<file path="config.mk">
export PLATFORM = sky130hd
export DESIGN_NAME = sliding_window_sender
export DESIGN_NICKNAME = d
export VERILOG_FILES = /design/src/design/sws_pkg.sv /design/src/design/sws_engine.sv /design/src/design/sliding_window_sender.sv
export SDC_FILE = /design/constraint.sdc
export NUM_CORES = 1
export LEC_CHECK = 0
export BUFFER_PORTS_ARGS = -buffer_cell sky130_fd_sc_hd__buf_2
export CAP_MARGIN = 20
export CORE_MARGIN = 1
export CORE_UTILIZATION = 35
export CTS_CLUSTER_DIAMETER = 150
export DETAILED_ROUTE_END_ITERATION = 7
export GPL_ROUTABILITY_DRIVEN = 0
export GPL_TIMING_DRIVEN = 0
export SYNTH_ARGS = -nofsm -noshare
export SYNTH_HDL_FRONTEND = slang
export SYNTH_SLANG_ARGS = --single-unit
</file>
<file path="constraint.sdc">
create_clock -name clock -period 15.75 [get_ports clock]
set_input_delay 3.15 -clock clock [delete_from_list [all_inputs] [get_ports clock]]
set_output_delay 3.15 -clock clock [all_outputs]
set_load 0.05 [all_outputs]
</file>
<file path="src/design/sws_pkg.sv">
// shared types, codes and constants of the sliding window sender
`timescale 1ns / 1ps
`default_nettype none
package sws_pkg;

   localparam int SEQ_BITS     = 3;
   localparam int SEQ_SPACE    = 1 << SEQ_BITS;
   localparam int PAYLOAD_BITS = 32;
   localparam int WIN_BITS     = 3;
   localparam int THR_BITS     = 2;
   localparam int REQ_DATA_BITS = 40;
   localparam int RSP_DATA_BITS = 48;

   typedef logic [SEQ_BITS-1:0]     seq_type;
   typedef logic [PAYLOAD_BITS-1:0] payload_type;

   // event kinds
   typedef enum logic [1:0] {
      KIND_SEND   = 2'd0,
      KIND_ACK    = 2'd1,
      KIND_EXPIRE = 2'd2,
      KIND_NONE   = 2'd3
   } kind_type;

   // timer commands
   typedef enum logic [1:0] {
      TIMER_IDLE    = 2'd0,
      TIMER_START   = 2'd1,
      TIMER_STOP    = 2'd2,
      TIMER_RESTART = 2'd3
   } timer_type;

   // configuration register indexes
   typedef enum logic {
      CSR_WINDOW_SIZE = 1'b0,
      CSR_DUP_THRESH  = 1'b1
   } csr_index_type;

   localparam logic [1:0]    DUP_RESET  = 2'd1;
   localparam logic [2:0]    WIN_RESET  = 3'd3;
   localparam logic [1:0]    THR_RESET  = 2'd3;
   localparam seq_type       SEQ_RESET  = seq_type'(1);

   typedef struct packed {
      seq_type       expired_seq;
      logic          ack_valid_check;
      seq_type       ack_number;
      payload_type   payload;
      kind_type      kind;
   } item_type;

   typedef struct packed {
      seq_type       timer_seq;
      timer_type     timer_action;
      payload_type   packet_data;
      seq_type       packet_seq;
      logic          packet_out;
      logic          window_full;
      logic          accepted;
   } result_type;

endpackage
`default_nettype wire

</file>
<file path="src/design/sws_engine.sv">
// window state, packet store and per-event decision logic
`timescale 1ns / 1ps
`default_nettype none
module sws_engine (
   input  wire                           clock,
   input  wire                           reset,
   input  wire                           csr_we,
   input  wire  sws_pkg::csr_index_type  csr_index,
   input  wire  [sws_pkg::WIN_BITS-1:0]  csr_wdata,
   input  wire                           advance,
   input  wire  sws_pkg::item_type       item,
   output sws_pkg::result_type           result
);
   import sws_pkg::*;

   logic [WIN_BITS-1:0] win_size_ff;
   logic [THR_BITS-1:0] dup_thr_ff;
   seq_type             base_ff, base_in;
   seq_type             next_seq_ff, next_seq_in;
   logic [1:0]          dup_count_ff, dup_count_in;
   payload_type         store_ff [SEQ_SPACE];

   seq_type     outstanding, new_outstanding, ack_offset, prev_seq, read_seq;
   logic [1:0]  dup_inc;
   logic        full_now, store_we;
   payload_type read_data;

   assign outstanding = next_seq_ff - base_ff;
   assign full_now    = outstanding >= win_size_ff;
   assign ack_offset  = item.ack_number - base_ff;
   assign prev_seq    = base_ff - seq_type'(1);
   assign dup_inc     = dup_count_ff + 2'd1;
   assign read_seq    = (item.kind == KIND_EXPIRE) ? item.expired_seq : base_ff;
   assign read_data   = store_ff[read_seq];

   always_comb begin
      base_in      = base_ff;
      next_seq_in  = next_seq_ff;
      dup_count_in = dup_count_ff;
      store_we     = 1'b0;
      result       = '0;
      case (item.kind)
         KIND_SEND: begin
            if (!full_now) begin
               store_we           = 1'b1;
               result.accepted    = 1'b1;
               result.packet_out  = 1'b1;
               result.packet_seq  = next_seq_ff;
               result.packet_data = item.payload;
               if (base_ff == next_seq_ff) begin
                  result.timer_action = TIMER_START;
                  result.timer_seq    = base_ff;
               end
               next_seq_in = next_seq_ff + seq_type'(1);
            end
         end
         KIND_ACK: begin
            if (item.ack_valid_check) begin
               if (ack_offset < outstanding) begin
                  base_in      = item.ack_number + seq_type'(1);
                  dup_count_in = DUP_RESET;
                  if (base_in == next_seq_ff) begin
                     result.timer_action = TIMER_STOP;
                     result.timer_seq    = base_ff;
                  end else begin
                     result.timer_action = TIMER_RESTART;
                     result.timer_seq    = base_in;
                  end
               end else if (item.ack_number == prev_seq) begin
                  dup_count_in = dup_inc;
                  if (dup_inc == dup_thr_ff) begin
                     dup_count_in = 2'd0;
                     if (outstanding != '0) begin
                        result.packet_out  = 1'b1;
                        result.packet_seq  = base_ff;
                        result.packet_data = read_data;
                     end
                  end
               end
            end
         end
         KIND_EXPIRE: begin
            result.packet_out   = 1'b1;
            result.packet_seq   = item.expired_seq;
            result.packet_data  = read_data;
            result.timer_action = TIMER_RESTART;
            result.timer_seq    = item.expired_seq;
         end
         default: begin
         end
      endcase
      new_outstanding    = next_seq_in - base_in;
      result.window_full = new_outstanding >= win_size_ff;
   end

   always_ff @(posedge clock) begin
      if (reset) begin
         win_size_ff  <= WIN_RESET;
         dup_thr_ff   <= THR_RESET;
         base_ff      <= SEQ_RESET;
         next_seq_ff  <= SEQ_RESET;
         dup_count_ff <= DUP_RESET;
      end else begin
         if (csr_we) begin
            case (csr_index)
               CSR_WINDOW_SIZE: win_size_ff <= csr_wdata;
               CSR_DUP_THRESH:  dup_thr_ff  <= csr_wdata[THR_BITS-1:0];
               default: begin
               end
            endcase
         end
         if (advance) begin
            base_ff      <= base_in;
            next_seq_ff  <= next_seq_in;
            dup_count_ff <= dup_count_in;
         end
      end
   end

   always_ff @(posedge clock) begin
      if (advance && store_we) begin
         store_ff[next_seq_ff] <= item.payload;
      end
   end

   a_send_advances: assert property (@(posedge clock) disable iff (reset)
      advance && result.accepted |=> next_seq_ff == seq_type'($past(next_seq_ff) + 1'b1))
      else $error("accepted send did not advance the sequence number");

   a_idle_holds: assert property (@(posedge clock) disable iff (reset)
      !advance |=> $stable(base_ff) && $stable(next_seq_ff) && $stable(dup_count_ff))
      else $error("window state changed without an event");

   a_stop_empties: assert property (@(posedge clock) disable iff (reset)
      advance && result.timer_action == TIMER_STOP |=> base_ff == next_seq_ff)
      else $error("timer stopped while packets remain outstanding");

   a_full_refuses: assert property (@(posedge clock) disable iff (reset)
      advance && item.kind == KIND_SEND && full_now |-> !result.accepted && !result.packet_out)
      else $error("send taken while the window was full");

endmodule
`default_nettype wire

</file>
<file path="src/design/sliding_window_sender.sv">
// top level of the sliding window arq sender with fast retransmit
//
// usage
//   req_ channel carries one event per transaction: tuser is the kind
//   (send, acknowledgement, timer expiry), tdata the payload, the ack
//   number, its checksum flag and the expired timer tag
//   rsp_ channel returns exactly one result per event, in order: accepted,
//   window full, packet emit with sequence number and data, timer command
//   csr_ port writes window size (index 0) and duplicate ack threshold
//   (index 1), only while no event is in flight
// path: an accepted event waits in the input register, is decided by the engine
//   and its result is registered in the result slot
// throughput: one event per cycle unless the result is held, set by the single
//   decision stage that reads and updates base, next sequence number and duplicate count
// reset: base and next sequence number go to 1, duplicate count to 1,
//   window size and threshold to 3; the packet store is not cleared
// stall: a held result keeps the decision stage waiting; the input
//   register still takes one more event before req_tready falls
`timescale 1ns / 1ps
`default_nettype none
module sliding_window_sender (
   input  wire                                  clock,
   input  wire                                  reset,
   // csr write port
   input  wire                                  csr_we,
   input  wire  sws_pkg::csr_index_type         csr_index,
   input  wire  [sws_pkg::WIN_BITS-1:0]         csr_wdata,
   // event channel
   input  wire                                  req_tvalid,
   output logic                                 req_tready,
   // payload[31:0], ack_number[34:32], ack_valid_check[35], expired_seq[38:36], pad[39]
   input  wire  [sws_pkg::REQ_DATA_BITS-1:0]    req_tdata,
   // kind[1:0]
   input  wire  [1:0]                           req_tuser,
   // result channel
   output logic                                 rsp_tvalid,
   input  wire                                  rsp_tready,
   // accepted[0], window_full[1], packet_out[2], packet_seq[5:3],
   // packet_data[37:6], timer_action[39:38], timer_seq[42:40], pad[47:43]
   output logic [sws_pkg::RSP_DATA_BITS-1:0]    rsp_tdata
);
   import sws_pkg::*;

   localparam int ITEM_DATA_BITS = $bits(item_type) - 2;

   logic       in_valid_ff, in_valid_in;
   item_type   in_item_ff, in_item_in;
   logic       out_valid_ff, out_valid_in;
   result_type out_ff;
   result_type result;
   logic       advance, req_take;

   // decide when the input register holds an event and the result slot is free or being taken
   assign advance    = in_valid_ff && (!out_valid_ff || rsp_tready);
   assign req_tready = !in_valid_ff || advance;
   assign req_take   = req_tvalid && req_tready;

   // unpack the event from tdata and tuser
   always_comb begin
      in_item_in      = in_item_ff;
      in_valid_in     = in_valid_ff;
      if (advance) begin
         in_valid_in = 1'b0;
      end
      if (req_take) begin
         in_valid_in = 1'b1;
         in_item_in  = {req_tdata[ITEM_DATA_BITS-1:0], kind_type'(req_tuser)};
      end
   end

   // result slot: load on a decision, empty when taken downstream
   always_comb begin
      out_valid_in = out_valid_ff;
      if (rsp_tready) begin
         out_valid_in = 1'b0;
      end
      if (advance) begin
         out_valid_in = 1'b1;
      end
   end

   sws_engine u_engine (
      .clock     (clock),
      .reset     (reset),
      .csr_we    (csr_we),
      .csr_index (csr_index),
      .csr_wdata (csr_wdata),
      .advance   (advance),
      .item      (in_item_ff),
      .result    (result)
   );

   always_ff @(posedge clock) begin
      if (reset) begin
         in_valid_ff  <= 1'b0;
         out_valid_ff <= 1'b0;
      end else begin
         in_valid_ff  <= in_valid_in;
         out_valid_ff <= out_valid_in;
      end
   end

   // payload registers without reset
   always_ff @(posedge clock) begin
      in_item_ff <= in_item_in;
      if (advance) begin
         out_ff <= result;
      end
   end

   assign rsp_tvalid = out_valid_ff;
   assign rsp_tdata  = {{(RSP_DATA_BITS - $bits(result_type)){1'b0}}, out_ff};

endmodule
`default_nettype wire

</file>
Yosys cells after proc, flatten, opt, wreduce, memory -nomap -nowiden. Memory sizes are Yosys's and may differ from the RTL's. Index checks and enable logic that the tools add are counted.

Register bits after elaboration: 99. Bits in writable memories: 256. Logic and storage cells: 79. Memories kept: 1.

Add/subtract/negate cells: 7. Magnitude comparators: 3. Equality and inequality tests: 6. Muxes and demuxes: 27. Bitwise operators: 1. Reduce and logical (&&, ||, !) cells: 15.

Memory list: u_engine.store_ff (words 8, bits a word 32, rd ports 1, clocked after memory_dff 0, write ports 1, line sws_engine.sv:21) `payload_type store_ff [SEQ_SPACE];`.

Operator list (number): two-way mux 36 bit (4); one-hot mux 41 bit (3 select lines) (1); two-way mux 41 bit (2); two-way mux 3 bit (6); two-way mux 5 bit (3); == test 3 bit (3); subtractor 3 bit (3); two-way mux 1 bit (8); adder 3 x 1 -> 3 bit, second input constant (2); >= comparator 3 bit (2); two-way mux 2 bit (3); nonzero test 2 bit (3); AND reduction 2 bit (2); AND reduction 4 bit (1); logical AND 1 bit (3); less-than comparator 3 bit (1); nonzero test 3 bit (1); subtractor 3 x 1 -> 3 bit, second input constant (1); adder 2 x 1 -> 2 bit, second input constant (1); == test 2 x 1 -> 1 bit, second input constant (1); == test 2 bit (1); == test 2 bit, second input constant (1); logical NOT 1 bit (2); logical NOT 2 bit (1); 2 further kinds (3).

Depth between registers and ports, before layout. An unclocked memory read counts as a cell.

Depth in word-level cells: 9. Mapped depth: 19. Depth with buffers taken out: 18.

By module. From an unflattened synthesis, not the netlist that was laid out.

Cells, all modules: 830. Area, all modules: 14549.0 µm².

By module, submodules not included: sws_engine (instances 1, cells each 730, area each 11881.4 µm²); sliding_window_sender (instances 1, cells each 100, area each 2667.6 µm²).

Worst setup path after synthesis. No wires, ideal clock.

Kind: input -> register. From: input rsp_tready. To: memory u_engine.store_ff[0][0] (netlist name) (enable). Arrival: 6.875 ns. Data required time: 15.289 ns. Setup slack: 8.414 ns. Cell stages on the path: 6. Path buffers: 0. Cell sequence: nand2b_1 -> nand2_1 -> inv_1 -> and2_1 -> nand2b_1 -> nor3_1.

Word-level cells in the longest chain between the ends: 5.

Ends and longest elaborated chain: from (decl) (line sliding_window_sender.sv:37) `input wire rsp_tready,`; logical OR 1 bit (line sliding_window_sender.sv:54) `assign advance = in_valid_ff && (!out_valid_ff || rsp_tready);`; logical AND 1 bit (line sliding_window_sender.sv:54); net advance (line sliding_window_sender.sv:51) `logic advance, req_take;`; logical AND 1 bit (line sws_engine.sv:121) `if (advance && store_we) begin`; two-way mux 1 bit (line sws_engine.sv:121); two-way mux 1 bit (implied by the code) (line sws_engine.sv:122) `store_ff[next_seq_ff] <= item.payload;`; to (decl) (line sws_engine.sv:21).

The timed path passes the listed nets, and every way through them passes these cells.

Final worst setup path.
From: input rsp_tready. To: output req_tready.

Word-level cells in the longest chain between the ends: 3.

Ends and longest elaborated chain: logical OR 1 bit (line sliding_window_sender.sv:54); logical AND 1 bit (line sliding_window_sender.sv:54); logical OR 1 bit (line sliding_window_sender.sv:55) `assign req_tready = !in_valid_ff || advance;`; to (decl) (line sliding_window_sender.sv:30) `output logic req_tready,`.

No other way between the ends.

==> impl_results.md <==
- EDFF count, synth: 340
- Crit path top cell by count: buf_2
- Clock slew seen by the registers of the worst setup and hold paths: 60 ps
- DPL Wire Length: roughly 20 mm
- CTS Buf Count: 38
- Layout Cells excl Fill: between 1,500 and 2,000
- R2R cell count: 18
- Post-synthesis cell type count: 51
- Die Ht: 205.0 um
- Slowest cell delay on critical path: between 200 and 250 ps
- Worst setup margin: 8833 ps
- Starting DRC count in detailed routing: 578
- Hold-fix buffers, CTS: 0
- MaxCap Viol Count: 0
- Max rail drop VDD: about 0.073 mV
- Initial Util: between 30 and 40%
- Fmax: roughly 0.14 GHz
- Syn Std Cell Area: 0.01442 mm2
- YS warnings: 0
- Buf/Inv on CP: 2
- Dpl ws: around 9000 ps
- Slew @ Worst Pin: a little under 900 ps
- Worst min path class: reg2reg
- Antenna diodes: 0
- # IOs: roughly 100
- Most frequent cells in the layout: edfxtp_1, buf_2, mux2_2
- P&R area growth vs syn: 18.52%
- CTS resizes: 0
- Power Density: between 100 and 150 mW/mm2
- Avg WL per Cell: between 20 and 25 um
- Initial antenna violation count: 0
- Total power draw: approximately 2.1 mW
- Max-slew headroom: around two fifths
- H-tree depth: 2
- Core area: 0.04019 mm2
- Top cell type by total area after synthesis: edfxtp_1
- Final min period: 6917 ps
- CP Launch Type: input port
- Cells after Synth: 833
- DIE AREA: ~0.042 mm2
- Pin count of the biggest net entering global routing: 30
- Pins over their slew limit: 0
- Global route overflow: 0
- Element type at the critical path end: primary output
- Syn_area_per_cell: approximately 17 um2
- Overall Global Routing Usage: between 10% and 20%
- Worst Path Max Fanout: 3
- TritonCTS clock tree: done
- Cell depth of the worst setup path: 4
- Hold Crit Depth: 2
- Vias after detailed routing: 7,722
- Clock sink total: between 300 and 400
- First-pass GRT wire length: around 47 mm
- Post-synth top area share: 70.82%
- Tcrit/Tclk final: a little over two fifths
- Post-route DRC: 0
- Crit-path cells: buf_2 > nor2b_1 > nand2_1 > buf_2
- Worst-case clock skew: between 15 and 20 ps
- Worst-skew pair later-pin latency: approximately 530 ps
- DRT antenna net count: 0
- Final TNS setup: 0 ps
- Sequential area share after synthesis: between 70% and 80%
- Leakage: 5.809 nW
- Nets: between 1,000 and 1,500
- Status: finished, final reports clean
- Fin area: around 0.017 mm2
- Vias in the first global route: about 7,600
- # Post-CTS Setup Buffers: 0
- Post-synthesis async set-or-reset flop share: 0%
- Primary FF master, synth: edfxtp_1
- Drt pass-1 iters: 5
- Die Wd: between 200 and 250 um
- Root buf cell: clkbuf_16
- Final Hold Fails: 0
- RSZ-0062 raised after global routing: no
- Row cnt: 73
- Crit-path leading delay family: buffers and inverters
- Critical Setup Path Class: in2out
- Fillers: ~3,600
- Routed WL: roughly 32 mm
- Placed cells: 1,472
- Arr. time, crit path: between 3000 and 4000 ps
- Most common cell after layout, fill and taps aside: edfxtp_1
- Area post-placement: 0.01588 mm2
- Final setup vio count: 0
- #FFs+latches synth: between 300 and 400
- CP max-delay cell: buf_2
- # port buffers: between 90 and 100
- Synth area leaders: edfxtp_1, mux2_2, o31ai_2
- Via density: around 5
- CTS max path bufs: 3
- Layout cells sized above 1: about a third
- CP Data Required Time: 12,600 ps
flip-flops by register name, summed over array words and instances, names as in the netlist:
register,count
rsp_tvalid,1
u_engine.dup_thr_ff,2
u_engine.store_ff,256
in_valid_ff,1
in_item_ff,41
u_engine.dup_count_ff,2
u_engine.next_seq_ff,3
u_engine.base_ff,3
u_engine.win_size_ff,3
rsp_tdata,43
path summary, 6_finish.rpt:
kind	slack (ps)	endpoint	startpoint
worst min register to register	520	rsp_tvalid$_SDFFE_PP0P_	in_valid_ff$_SDFFE_PP0P_
worst max-delay path	8830	req_tready	rsp_tready
worst max register to register	10880	rsp_tdata[1]$_DFFE_PP_	u_engine.next_seq_ff[0]$_SDFFE_PP1P_
worst min-delay path	520	rsp_tvalid$_SDFFE_PP0P_	in_valid_ff$_SDFFE_PP0P_
tightest hold or removal path: cells and delay by family (launching register included):
| family | cells | cell delay [ps] |
|---|---|---|
| DFF | 1 | 330 |
| and+or+nand+nor | 2 | 140 |
routing by layer:
layer  up-vias  track usage [%]  routed length (um)
met5         -                0                   0
met4         0            4.074                 620
met3        46            2.450                1423
met2       203            24.84               15210
met1      3892            20.96               14600
li1       3581                -                   -
final cells by class:
class                           instances  area, um2  share of cell area (%)
Sequential cell                       355      10510                   61.51
Multi-Input combinational cell        418       3659                   21.41
Clock buffer                           54       1032                   6.041
Timing Repair Buffer                  110      735.7                   4.306
Tap cell                              525      656.9                   3.844
Buffer                                 48      259.0                   1.516
Clock inverter                         14      173.9                   1.018
Inverter                               16      60.06                  0.3515
cell usage after synthesis, drive strengths merged (4+ instances only):
cell type and number:
xor2 6, edfxtp 340, ha 16, and3 4
a31oi 4, nor2b 6, mux2 97, nand2 47
o21ai 5, a221o 6, buf 26, nand2b 9
a211o 6, inv 16, dfxtp 15, xnor2 8
nor2 22, o2bb2ai 32, o31ai 34, mux2i 37
clkbuf 22, a21o 5, o22ai 32, a21oi 5
through the flow:
stage | hold slack, ps | util, %
after floorplan | 485.6 | -
after detailed placement | 510.7 | 39.51
after global routing | 543.3 | 42.52
after CTS | 524.7 | 42.52
after global placement | 509.5 | 38.71
final | 517.7 | 42.52
power by group:
group          switching (mW)  leakage, nW  internal, mW
sequential             0.0164         3.24          1.06
combinational          0.0995         1.99        0.0543
clock                   0.349        0.579         0.523
logic make-up after synthesis:
logic type                 Yosys count  synth area share [%]
xor gates and xnor gates            16                 1.172
and+or+nand+nor                    106                 3.437
buffers and inverters               64                 2.213
muxes                              134                 10.15
AOI/OAI and AO/OA                  138                 8.297
other                                1               0.02601
DFF                                355                 72.90
adders and majority gates           19                 1.805
Power figures use the tool's default switching activity.
